## config.mk

```make
export PLATFORM = sky130hd
export DESIGN_NAME = multiplexed_display_scanner
export DESIGN_NICKNAME = d
export VERILOG_FILES = /design/src/rtl/core/mds_pkg.sv /design/src/rtl/core/mds_ram.sv /design/src/rtl/core/multiplexed_display_scanner.sv
export SDC_FILE = /design/constraint.sdc
export NUM_CORES = 1
export LEC_CHECK = 0
export ABC_AREA = 0
export BUFFER_PORTS_ARGS = -buffer_cell sky130_fd_sc_hd__buf_4
export CAP_MARGIN = 20
export CORE_ASPECT_RATIO = 1.75
export CORE_UTILIZATION = 55
export DETAILED_ROUTE_END_ITERATION = 16
export GPL_TIMING_DRIVEN = 1
export PLACE_DENSITY = 0.72
export SLEW_MARGIN = 15
export SYNTH_ARGS = -nofsm -noshare
export SYNTH_HDL_FRONTEND = slang
export SYNTH_SLANG_ARGS = --single-unit
```

## constraint.sdc

```tcl
create_clock -name clk -period 17.38 [get_ports clk]
set_input_delay 2.607 -clock clk [delete_from_list [all_inputs] [get_ports clk]]
set_output_delay 2.607 -clock clk [all_outputs]
set_load 0.1 [all_outputs]
```

## src/rtl/core/mds_pkg.sv

```systemverilog
// ----------------------------------------------------------------------------
// display scanner package
// types, codes and constants shared by the scanner files
// ----------------------------------------------------------------------------
package mds_pkg;

	localparam int DIGITS_DEF        = 8;
	localparam int CLOCK_FREQ_HZ_DEF = 20000000;
	localparam int TIMER_DIVISOR_DEF = 16;
	localparam int BLANK_TICKS_DEF   = 250;

	localparam int MAX_DIGITS = 8;
	localparam int POS_W      = 3;
	localparam int BYTE_W     = 8;
	localparam int COUNT_W    = 16;
	localparam int RAM_DEPTH  = 2 * MAX_DIGITS;

	localparam logic [COUNT_W-1:0] PERIOD_MIN_US   = 16'd1000;
	localparam logic [COUNT_W-1:0] PERIOD_MAX_US   = 16'd50000;
	localparam logic [COUNT_W-1:0] PERIOD_RESET_US = 16'd2000;
	localparam logic [BYTE_W-1:0]  SELECT_TOP      = 8'h80;

	// x / 1000 computed as (x >> 3) / 125 by reciprocal multiply
	localparam int               DIV_PRESHIFT = 3;
	localparam logic [29:0]      RECIP_125    = 30'd549755814;
	localparam int               RECIP_SHIFT  = 36;

	// cycles for the period pipeline to follow a register change
	localparam logic [1:0] SETTLE_CYCLES = 2'd3;

	// buffer select in the upper address bit
	localparam logic BANK_PENDING = 1'b0;
	localparam logic BANK_SHOWN   = 1'b1;

	typedef enum logic [1:0] {
		ACT_SEGMENTS   = 2'd0,
		ACT_BRIGHTNESS = 2'd1,
		ACT_COMMIT     = 2'd2,
		ACT_ADVANCE    = 2'd3
	} action_t;

	typedef struct packed {
		action_t           action;
		logic [POS_W-1:0]  digit_index;
		logic [BYTE_W-1:0] value;
	} in_item_t;

	typedef struct packed {
		logic [BYTE_W-1:0]  digit_select;
		logic [BYTE_W-1:0]  segment_bits;
		logic [COUNT_W-1:0] period_count;
		logic [COUNT_W-1:0] on_count;
	} out_item_t;

	typedef enum logic [2:0] {
		ST_IDLE,
		ST_ADV_READ,
		ST_ADV_MUL,
		ST_ADV_OUT,
		ST_COMMIT,
		ST_COMMIT_LAST
	} state_t;

endpackage

```

## src/rtl/core/mds_ram.sv

```systemverilog
// ----------------------------------------------------------------------------
// generic ram
// one write port, one read port with registered read data
// ----------------------------------------------------------------------------
module mds_ram #(
	parameter int WIDTH = 8,
	parameter int DEPTH = 16
) (
	input  logic                     clk,
	input  logic                     wr_en,
	input  logic [$clog2(DEPTH)-1:0] wr_addr,
	input  logic [WIDTH-1:0]         wr_data,
	input  logic [$clog2(DEPTH)-1:0] rd_addr,
	output logic [WIDTH-1:0]         rd_data
);

	logic [WIDTH-1:0] mem_q [DEPTH];

	always_ff @(posedge clk) begin
		if (wr_en) begin
			mem_q[wr_addr] <= wr_data;
		end
		rd_data <= mem_q[rd_addr];
	end

endmodule

```

## src/rtl/core/multiplexed_display_scanner.sv

```systemverilog
// ----------------------------------------------------------------------------
// multiplexed display scanner
// double-buffered seven-segment scan driver with pwm on-count
// ----------------------------------------------------------------------------
// An advance passes through the ram read, multiply and output load states; the
// output load waits while an earlier result is still stalled, and the block
// takes the next item only after that load. A commit copies the pending buffer
// to the shown buffer one digit per cycle through the ram ports. After reset
// and after every register write the period pipeline (two multipliers) must
// settle before items are taken again.
// All buffers read as zero until written; no clearing pass is run.
module multiplexed_display_scanner #(
	parameter int DIGITS        = mds_pkg::DIGITS_DEF,
	parameter int CLOCK_FREQ_HZ = mds_pkg::CLOCK_FREQ_HZ_DEF,
	parameter int TIMER_DIVISOR = mds_pkg::TIMER_DIVISOR_DEF,
	parameter int BLANK_TICKS   = mds_pkg::BLANK_TICKS_DEF
) (
	input  logic                            clk,
	input  logic                            arst_n,
	input  logic                            item_valid,
	output logic                            item_stall,
	input  mds_pkg::in_item_t               item,
	output logic                            result_valid,
	input  logic                            result_stall,
	output mds_pkg::out_item_t              result,
	input  logic                            cfg_valid,
	output logic                            cfg_ready,
	input  logic [mds_pkg::COUNT_W-1:0]     cfg_data
);

	localparam int PER_MS = (CLOCK_FREQ_HZ / 1000) / TIMER_DIVISOR;
	localparam logic [mds_pkg::COUNT_W-1:0] PER_MS_W = 16'(PER_MS);
	localparam logic [mds_pkg::COUNT_W-1:0] BLANK_W  = 16'(BLANK_TICKS);
	localparam logic [mds_pkg::POS_W-1:0]   LAST_POS = 3'(DIGITS - 1);
	localparam int AW = $clog2(mds_pkg::RAM_DEPTH);

	mds_pkg::state_t state_q, state_d;

	logic [mds_pkg::COUNT_W-1:0] scan_us_q;
	logic [31:0]                 prod_q;
	logic [22:0]                 quot_q;
	logic [58:0]                 recip_prod;
	logic [mds_pkg::COUNT_W-1:0] period_q;
	logic [mds_pkg::COUNT_W-1:0] width_q;
	logic [mds_pkg::COUNT_W-1:0] period_sat;
	logic [1:0]                  settle_q;

	logic [mds_pkg::POS_W-1:0] pos_q;
	logic [mds_pkg::POS_W-1:0] pos_s1;
	logic [mds_pkg::POS_W-1:0] copy_cnt_q;
	logic                      copy_v_s1;
	logic [mds_pkg::POS_W-1:0] copy_idx_s1;

	logic [mds_pkg::MAX_DIGITS-1:0] pend_seg_vld_q, pend_bri_vld_q;
	logic [mds_pkg::MAX_DIGITS-1:0] shown_vld_q;

	logic [mds_pkg::BYTE_W-1:0] seg_s1, bri_s1;
	mds_pkg::out_item_t         res_s2;
	mds_pkg::out_item_t         res_q;
	logic                       res_valid_q;
	logic [23:0]                on_prod;

	logic                       accept;
	logic                       digit_ok;
	logic                       cfg_wr;
	logic                       res_load;
	logic [AW-1:0]              rd_addr;
	logic                       seg_we, bri_we;
	logic [AW-1:0]              wr_addr;
	logic [mds_pkg::BYTE_W-1:0] seg_wdata, bri_wdata;
	logic [mds_pkg::BYTE_W-1:0] seg_rdata, bri_rdata;

	assign cfg_ready = 1'b1;
	assign cfg_wr    = cfg_valid & cfg_ready;
	assign accept    = item_valid & ~item_stall;
	assign digit_ok  = {1'b0, item.digit_index} < 4'(DIGITS);

	// period pipeline: ticks per ms times us, then divide by 1000
	assign recip_prod = 59'(prod_q[31:mds_pkg::DIV_PRESHIFT]) * 59'(mds_pkg::RECIP_125);
	assign period_sat = (|quot_q[22:16]) ? 16'hFFFF : quot_q[15:0];

	always_ff @(posedge clk or negedge arst_n) begin
		if (!arst_n) begin
			scan_us_q <= mds_pkg::PERIOD_RESET_US;
			settle_q  <= mds_pkg::SETTLE_CYCLES;
		end else if (cfg_wr) begin
			if (cfg_data < mds_pkg::PERIOD_MIN_US) begin
				scan_us_q <= mds_pkg::PERIOD_MIN_US;
			end else if (cfg_data > mds_pkg::PERIOD_MAX_US) begin
				scan_us_q <= mds_pkg::PERIOD_MAX_US;
			end else begin
				scan_us_q <= cfg_data;
			end
			settle_q <= mds_pkg::SETTLE_CYCLES;
		end else if (settle_q != 2'd0) begin
			settle_q <= settle_q - 2'd1;
		end
	end

	always_ff @(posedge clk) begin
		prod_q   <= 32'(PER_MS_W) * 32'(scan_us_q);
		quot_q   <= recip_prod[58:mds_pkg::RECIP_SHIFT];
		period_q <= period_sat;
		width_q  <= (period_sat > BLANK_W) ? period_sat - BLANK_W : 16'd0;
	end

	// next state, handshake and ram controls
	always_comb begin
		state_d    = state_q;
		item_stall = (state_q != mds_pkg::ST_IDLE) || (settle_q != 2'd0);
		res_load   = 1'b0;
		rd_addr    = {mds_pkg::BANK_SHOWN, pos_q};
		seg_we     = 1'b0;
		bri_we     = 1'b0;
		wr_addr    = {mds_pkg::BANK_PENDING, item.digit_index};
		seg_wdata  = item.value;
		bri_wdata  = item.value;
		case (state_q)
			mds_pkg::ST_IDLE: begin
				if (accept) begin
					case (item.action)
						mds_pkg::ACT_SEGMENTS:   seg_we = digit_ok;
						mds_pkg::ACT_BRIGHTNESS: bri_we = digit_ok;
						mds_pkg::ACT_COMMIT:     state_d = mds_pkg::ST_COMMIT;
						mds_pkg::ACT_ADVANCE:    state_d = mds_pkg::ST_ADV_READ;
						default:                 state_d = mds_pkg::ST_IDLE;
					endcase
				end
			end
			mds_pkg::ST_ADV_READ: state_d = mds_pkg::ST_ADV_MUL;
			mds_pkg::ST_ADV_MUL:  state_d = mds_pkg::ST_ADV_OUT;
			mds_pkg::ST_ADV_OUT: begin
				if (!res_valid_q || !result_stall) begin
					res_load = 1'b1;
					state_d  = mds_pkg::ST_IDLE;
				end
			end
			mds_pkg::ST_COMMIT: begin
				rd_addr = {mds_pkg::BANK_PENDING, copy_cnt_q};
				if (copy_cnt_q == LAST_POS) begin
					state_d = mds_pkg::ST_COMMIT_LAST;
				end
			end
			mds_pkg::ST_COMMIT_LAST: state_d = mds_pkg::ST_IDLE;
			default:                 state_d = mds_pkg::ST_IDLE;
		endcase
		// copy write follows its read in the next cycle
		if (copy_v_s1) begin
			seg_we    = 1'b1;
			bri_we    = 1'b1;
			wr_addr   = {mds_pkg::BANK_SHOWN, copy_idx_s1};
			seg_wdata = pend_seg_vld_q[copy_idx_s1] ? seg_rdata : 8'd0;
			bri_wdata = pend_bri_vld_q[copy_idx_s1] ? bri_rdata : 8'd0;
		end
	end

	always_ff @(posedge clk or negedge arst_n) begin
		if (!arst_n) begin
			state_q        <= mds_pkg::ST_IDLE;
			pos_q          <= '0;
			copy_cnt_q     <= '0;
			copy_v_s1      <= 1'b0;
			pend_seg_vld_q <= '0;
			pend_bri_vld_q <= '0;
			shown_vld_q    <= '0;
			res_valid_q    <= 1'b0;
		end else begin
			state_q   <= state_d;
			copy_v_s1 <= (state_q == mds_pkg::ST_COMMIT);
			if (state_q == mds_pkg::ST_COMMIT) begin
				copy_cnt_q <= copy_cnt_q + 3'd1;
			end else begin
				copy_cnt_q <= '0;
			end
			if (accept && item.action == mds_pkg::ACT_SEGMENTS && digit_ok) begin
				pend_seg_vld_q[item.digit_index] <= 1'b1;
			end
			if (accept && item.action == mds_pkg::ACT_BRIGHTNESS && digit_ok) begin
				pend_bri_vld_q[item.digit_index] <= 1'b1;
			end
			if (copy_v_s1) begin
				shown_vld_q[copy_idx_s1] <= 1'b1;
			end
			if (state_q == mds_pkg::ST_IDLE && accept
					&& item.action == mds_pkg::ACT_ADVANCE) begin
				pos_q <= (pos_q == LAST_POS) ? 3'd0 : pos_q + 3'd1;
			end
			if (res_load) begin
				res_valid_q <= 1'b1;
			end else if (!result_stall) begin
				res_valid_q <= 1'b0;
			end
		end
	end

	assign on_prod = 24'(width_q) * 24'(bri_s1);

	always_ff @(posedge clk) begin
		copy_idx_s1 <= copy_cnt_q;
		if (state_q == mds_pkg::ST_IDLE) begin
			pos_s1 <= pos_q;
		end
		if (state_q == mds_pkg::ST_ADV_READ) begin
			seg_s1 <= shown_vld_q[pos_s1] ? seg_rdata : 8'd0;
			bri_s1 <= shown_vld_q[pos_s1] ? bri_rdata : 8'd0;
		end
		if (state_q == mds_pkg::ST_ADV_MUL) begin
			res_s2.digit_select <= mds_pkg::SELECT_TOP >> pos_s1;
			res_s2.segment_bits <= seg_s1;
			res_s2.period_count <= period_q;
			res_s2.on_count     <= on_prod[23:8];
		end
		if (res_load) begin
			res_q <= res_s2;
		end
	end

	assign result_valid = res_valid_q;
	assign result       = res_q;

	// lower half pending, upper half shown
	mds_ram #(
		.WIDTH(mds_pkg::BYTE_W),
		.DEPTH(mds_pkg::RAM_DEPTH)
	) u_seg_ram (
		.clk    (clk),
		.wr_en  (seg_we),
		.wr_addr(wr_addr),
		.wr_data(seg_wdata),
		.rd_addr(rd_addr),
		.rd_data(seg_rdata)
	);

	mds_ram #(
		.WIDTH(mds_pkg::BYTE_W),
		.DEPTH(mds_pkg::RAM_DEPTH)
	) u_bri_ram (
		.clk    (clk),
		.wr_en  (bri_we),
		.wr_addr(wr_addr),
		.wr_data(bri_wdata),
		.rd_addr(rd_addr),
		.rd_data(bri_rdata)
	);

endmodule

```

==> results of run 1 <==
==> kinds of logic (layout without fill, tap and decap cells) <==
group,after synthesis,in the layout,share of synthesized area
other,1,1,0.000109
DFF,517,517,0.415
and+or+nand+nor,492,492,0.0727
xor gates and xnor gates,62,62,0.0157
muxes,80,80,0.0495
adders and majority gates,702,702,0.323
buffers and inverters,582,708,0.0663
AOI/OAI and AO/OA,295,295,0.0572
==> worst register-to-register path: stages (launching register included) <==
cell      delay, ns
dfxtp_1        0.65
ha_1           0.37
inv_1          0.13
fa_1           0.45
fa_1           0.55
inv_1          0.07
fa_1           0.51
fa_1           0.52
fa_1           0.59
inv_1          0.07
fa_1           0.53
inv_1          0.05
ha_1           0.31
nand4_1        0.20
nor3_1         0.19
nand2_1        0.08
a21oi_1        0.17
a211oi_2       0.12
a31oi_1        0.46
a21boi_0       0.26
o211a_1        0.28
==> cell usage after synthesis (all sizes together) (3+ instances only) <==
cell	instances
o211ai	12
nor3b	5
a41oi	4
or4	3
or2	17
o22a	3
o21a	7
o31ai	6
a21o	44
mux4	70
fa	319
a211oi	21
nor2	81
and2	81
xnor2	43
ha	383
or3	18
mux2i	7
dfstp	8
nor2b	39
nor4	5
nand2b	18
inv	526
a221oi	3
and4	3
edfxtp	371
nand3	21
o22ai	3
dfrtp	45
o21bai	22
nor3	26
nand3b	6
clkbuf	36
mux2	3
buf	20
nand4	12
o21ai	50
and3	10
a31oi	22
dfxtp	93
a21oi	80
nand2	143
xor2	19
==> sequential cells by signal, indices dropped and copies added (netlist names), 16 cells and up <==
register and cells:
u_bri_ram.mem_q 128, u_seg_ram.mem_q 128, res_s2 48, result 48, prod_q 24, quot_q 18, period_q 16, scan_us_q 16
width_q 16
==> placed cells by master (no fill, tap or decap), types with 21 or more instances in the layout <==
master	n
inv_1	526
ha_1	383
edfxtp_1	371
fa_1	319
nand2_1	143
buf_4	94
dfxtp_1	93
and2_1	80
nor2_1	80
a21oi_1	79
mux4_2	65
o21ai_0	47
clkbuf_16	47
dfrtp_1	45
a21o_1	44
xnor2_1	43
nor2b_1	39
nor3_1	26
a31oi_1	22
o21bai_1	22
nand3_1	21
==> routing by layer <==
metal,vias up,GRT usage
met5,-,0
met4,0,0.153
met3,187,0.0260
met2,553,0.512
met1,10400,0.286
li1,9395,-
==> worst min-delay path by stage <==
| stage | endpoint | startpoint | slack (ns) |
|---|---|---|---|
| 2_1_floorplan | res_s2[16]$_DFFE_PP_ | period_q[0]$_DFF_P_ | 0.39 |
| 3_3_place_gp | res_s2[27]$_DFFE_PP_ | period_q[11]$_DFF_P_ | 0.39 |
| 3_5_place_dp | res_s2[23]$_DFFE_PP_ | period_q[7]$_DFF_P_ | 0.39 |
| 4_1_cts | res_s2[27]$_DFFE_PP_ | period_q[11]$_DFF_P_ | 0.41 |
| 5_1_grt | res_s2[27]$_DFFE_PP_ | period_q[11]$_DFF_P_ | 0.41 |
| 6_report | res_s2[27]$_DFFE_PP_ | period_q[11]$_DFF_P_ | 0.40 |
==> metrics by stage <==
| step | utilization | instance area, µm² | cells | setup slack (ns) |
|---|---|---|---|---|
| after floorplan | - | 34600 | 2731 | 11.38 |
| after global placement | 0.578 | 36000 | 3568 | 10.75 |
| after detailed placement | 0.579 | 36000 | 3569 | 10.73 |
| after CTS | 0.605 | 37700 | 3656 | 10.71 |
| after global routing | 0.605 | 37700 | 3656 | 10.37 |
| final | 0.605 | 37700 | 3656 | 10.72 |
==> layout make-up <==
cell class	instances	area (µm²)	area share
Multi-Input combinational cell	1632	18000	0.477
Sequential cell	517	14300	0.381
Inverter	526	1970	0.0524
Clock buffer	53	1200	0.0318
Tap cell	799	1000	0.0265
Timing Repair Buffer	95	717	0.0190
Clock inverter	34	462	0.0123
==> metrics, run 1 <==
vias in the first global route=22800; area of the core=62200 µm²; crit share post-route=0.383; Top FF cell, synth=edfxtp_1; yosys warns=0; FMAX=150 MHz; clk_lat worst skew=between 0.6 and 0.7 ns; Synth cell types=74; Layout area overhead=9.00%; DRC=0; Congestion Overflow GR=0; crit path to=quot_q[11]$_DFF_P_; dpl hpwl=65200 µm; HP Class=reg2reg; Reg2Reg Depth=20; fin. max-slew vios=0; diode count=0; Synth area leader=edfxtp_1; reg-to-reg slack, setup=roughly 11 ns; row cnt=approximately 120; layout cell share with drive strength beyond 1=0.102; relative slew slack=0.288; vias per cell=5.60; Worst Setup SP=prod_q[14]$_DFF_P_; routed length on met3=2680 µm; WP depth=20; Avg Cell Area, Syn=12.7 µm²; Ports=85; RSZ-0062 raised after global routing=false; CP most frequent cell=fa_1; CP Class=reg2reg; outcome=finished clean; Post-CTS Resized=0; metal1 wirelength=28400 µm; ys async rst share=0.103; initial antenna violation count=0; WL per Instance=22.3 µm; Worst Hold Margin=0.402 ns; via count=20500; Worst-Margin Slew=1.06 ns; startpoint types=flop; maximum number of pins on one net before global-route repair=between 50 and 60; reg-to-reg startpoint=prod_q[14]$_DFF_P_; Worst setup EP type=flop; Layout Nets=3555; top routing layer used=met4; CP Cell Sequence=ha_1 > inv_1 > fa_1 > fa_1 > inv_1 > fa_1 > fa_1 > fa_1 > inv_1 > fa_1 > inv_1 > ha_1 > nand4_1 > nor3_1 > nand2_1 > a21oi_1 > a211oi_2 > a31oi_1 > a21boi_0 > o211a_1; H-tree depth=2; worst r2r dst=quot_q[11]$_DFF_P_; die height=334 µm; endpoints failing hold=0; worst-case clock skew=0.0443 ns; synthesized area=34600 µm²; CTS Buf Count=47; minimum clock period=6.66 ns; global-route wire length before repair=128000 µm; DRT Wirelength=81500 µm; Gate Count Post-Synth=2731; area of the die=63900 µm²; Syn Nets=3467; Die W=191 µm; CP Max Fanout=8; MaxCap Viol Count=0; hold-fix buffers at CTS=0; initial core utilization=0.555; gr usage total=0.270; Max Buffers Root-to-Sink=3; CP Buf/Inv Count=4; hold path depth=0; Max stage delay on crit path=~0.65 ns; Clk pin slew, worst setup/hold paths=0.07 ns; slowest CP cell=dfxtp_1; Starting DRT DRC Count=1035; post-CTS repair timing setup buffer count=0; IO buf count=83; CTS tree=yes; top cell type's share of synthesized area=0.322; routability cong.=0.942; Yosys reg bits=just over 500; Fillers=roughly 4900; sequential share of the synthesized area=0.415; met2 WL=45200 µm; Post-DRT Antenna Nets=0; 1st-pass router iterations=6; largest cells by area after synthesis=edfxtp_1, fa_1, ha_1; Critical Path RT=17.88 ns; cell family with most CP delay=adder cells; clk sink count=just over 500; Final Setup Violations=0; Data arrival, critical path=7.15 ns; Post-synth EDFFs=around 370; root buf cell=clkbuf_16; Setup TNS=0 ns
Power of run 1 is left out: the tool's default activity adds up to more than one toggle a clock period on the data nets, which glitch-free logic cannot reach.
==> run 2: changes to the inputs <==
--- a/config.mk
+++ b/config.mk
@@ -12,7 +12,7 @@
 export CORE_UTILIZATION = 55
 export DETAILED_ROUTE_END_ITERATION = 16
 export GPL_TIMING_DRIVEN = 1
-export PLACE_DENSITY = 0.72
+export PLACE_DENSITY = 0.74
 export SLEW_MARGIN = 15
 export SYNTH_ARGS = -nofsm -noshare
 export SYNTH_HDL_FRONTEND = slang
==> constraint.sdc (replaced) <==
create_clock -name clk -period 5.9 [get_ports clk]
set_input_delay 0.885 -clock clk [delete_from_list [all_inputs] [get_ports clk]]
set_output_delay 0.885 -clock clk [all_outputs]
set_load 0.1 [all_outputs]
==> metrics, run 2 (synthesis gave the netlist of run 1 again) <==
vias per cell=between 5 and 6; worst r2r dst=quot_q[11]$_DFF_P_; vias in the first global route=23500; gr usage total=0.267; layout cell share with drive strength beyond 1=0.176; Reg area=14400 µm²; Layout area overhead=13.2%; HP Class=in2async; fin. max-slew vios=0; CTS tree=yes; Max stage delay on crit path=0.56 ns; Worst setup EP type=flop; endpoints failing hold=0; Reg2Reg Depth=20; global-route wire length before repair=between 100000 and 150000 µm; Final Util=0.628; Layout Nets=3686; Max Buffers Root-to-Sink=3; Setup TNS=0 ns; Clk pin slew, worst setup/hold paths=0.07 ns; row cnt=121; routability cong.=0.981; IO buf count=83; MaxCap Viol Count=0; area of the core=62200 µm²; outcome=finished clean; relative slew slack=0.250; H-tree depth=2; minimum clock period=5.89 ns; reg-to-reg startpoint=prod_q[15]$_DFF_P_; Die W=191 µm; CP Cell Sequence=fa_1 > inv_2 > fa_2 > fa_1 > inv_2 > fa_1 > fa_1 > fa_1 > inv_1 > fa_1 > inv_2 > ha_4 > a21oi_4 > o21ai_2 > a211oi_2 > o21ai_2 > o21ai_4 > a21oi_2 > a311o_1 > o211a_1; CP Class=reg2reg; Ports=85; biggest regs=u_bri_ram.mem_q: 128 flops, u_seg_ram.mem_q: 128 flops; Multi-input gate area=18500 µm²; crit share post-route=0.998; Critical Path RT=6.38 ns; maximum number of pins on one net before global-route repair=54; clk sink count=517; CP Max Fanout=3; die height=334 µm; RSZ-0062 raised after global routing=true; Post-DRT Antenna Nets=0; reg-to-reg slack, setup=0.01 ns; via count=21000; Data arrival, critical path=roughly 6.4 ns; 1st-pass router iterations=5; CP most frequent cell=fa_1; Final Setup Violations=0; slowest CP cell=fa_1; startpoint types=flop; initial core utilization=0.555; DRT Wirelength=just over 80000 µm; CP Buf/Inv Count=4; dpl hpwl=64600 µm; Congestion Overflow GR=0; clk_lat worst skew=0.61 ns; most frequent cells in the layout=inv_1, edfxtp_1, ha_1; root buf cell=clkbuf_16; initial antenna violation count=0; fin cells=approximately 3800; area of the die=between 60000 and 70000 µm²; most common cell after layout, fill and taps aside=inv_1; Inst Count DP=3695; DRC=0; WL per Instance=21.3 µm; cell family with most CP delay=adder cells; Worst-Margin Slew=1.10 ns; worst-case clock skew=0.0336 ns; CTS Buf Count=46; Fillers=4756; FMAX=170 MHz; Starting DRT DRC Count=980
-- run 2: metal layers --
metal / GRT usage / wire (µm)
met5: 0 / 0
met4: 0.150 / 5280
met3: 0.0290 / 2880
met2: 0.509 / 44700
met1: 0.279 / 28000
-- run 2: layout make-up --
class	count	area share
Inverter	526	0.0505
Clock buffer	54	0.0307
Clock inverter	31	0.00813
Timing Repair Buffer	227	0.0443
Sequential cell	517	0.368
Antenna cell	1	0.0000640
Multi-Input combinational cell	1632	0.473
Tap cell	799	0.0256
-- run 2: worst max path at each step --
stage | from | end | cells past startpoint
2_1_floorplan | prod_q[15]$_DFF_P_ | quot_q[16]$_DFF_P_ | 20
6_report | prod_q[15]$_DFF_P_ | quot_q[11]$_DFF_P_ | 20
4_1_cts | prod_q[10]$_DFF_P_ | quot_q[12]$_DFF_P_ | 22
5_1_grt | prod_q[15]$_DFF_P_ | quot_q[11]$_DFF_P_ | 20
3_5_place_dp | prod_q[15]$_DFF_P_ | quot_q[16]$_DFF_P_ | 20
3_3_place_gp | prod_q[15]$_DFF_P_ | quot_q[13]$_DFF_P_ | 21
-- run 2: timing repair --
| action | 4_1_cts | 5_1_grt |
|---|---|---|
| setup endpoints to repair | 17 | 16 |
| hold buffers | 0 | 0 |
| gates resized for setup | 83 | 49 |
| pin swaps | 47 | 28 |
| buffers inserted | 2 | 4 |
-- run 2: stage by stage --
stage / area [µm²] / setup WS [ns] / hold WS, ns
after floorplan: 34600 / 0.0447 / 0.386
after global placement: 37000 / -0.253 / 0.386
after detailed placement: 37000 / -0.285 / 0.389
after CTS: 38900 / 0.00543 / 0.330
after global routing: 39100 / -0.136 / 0.353
final: 39100 / 0.00988 / 0.330
Power of run 2 is left out for the same reason.
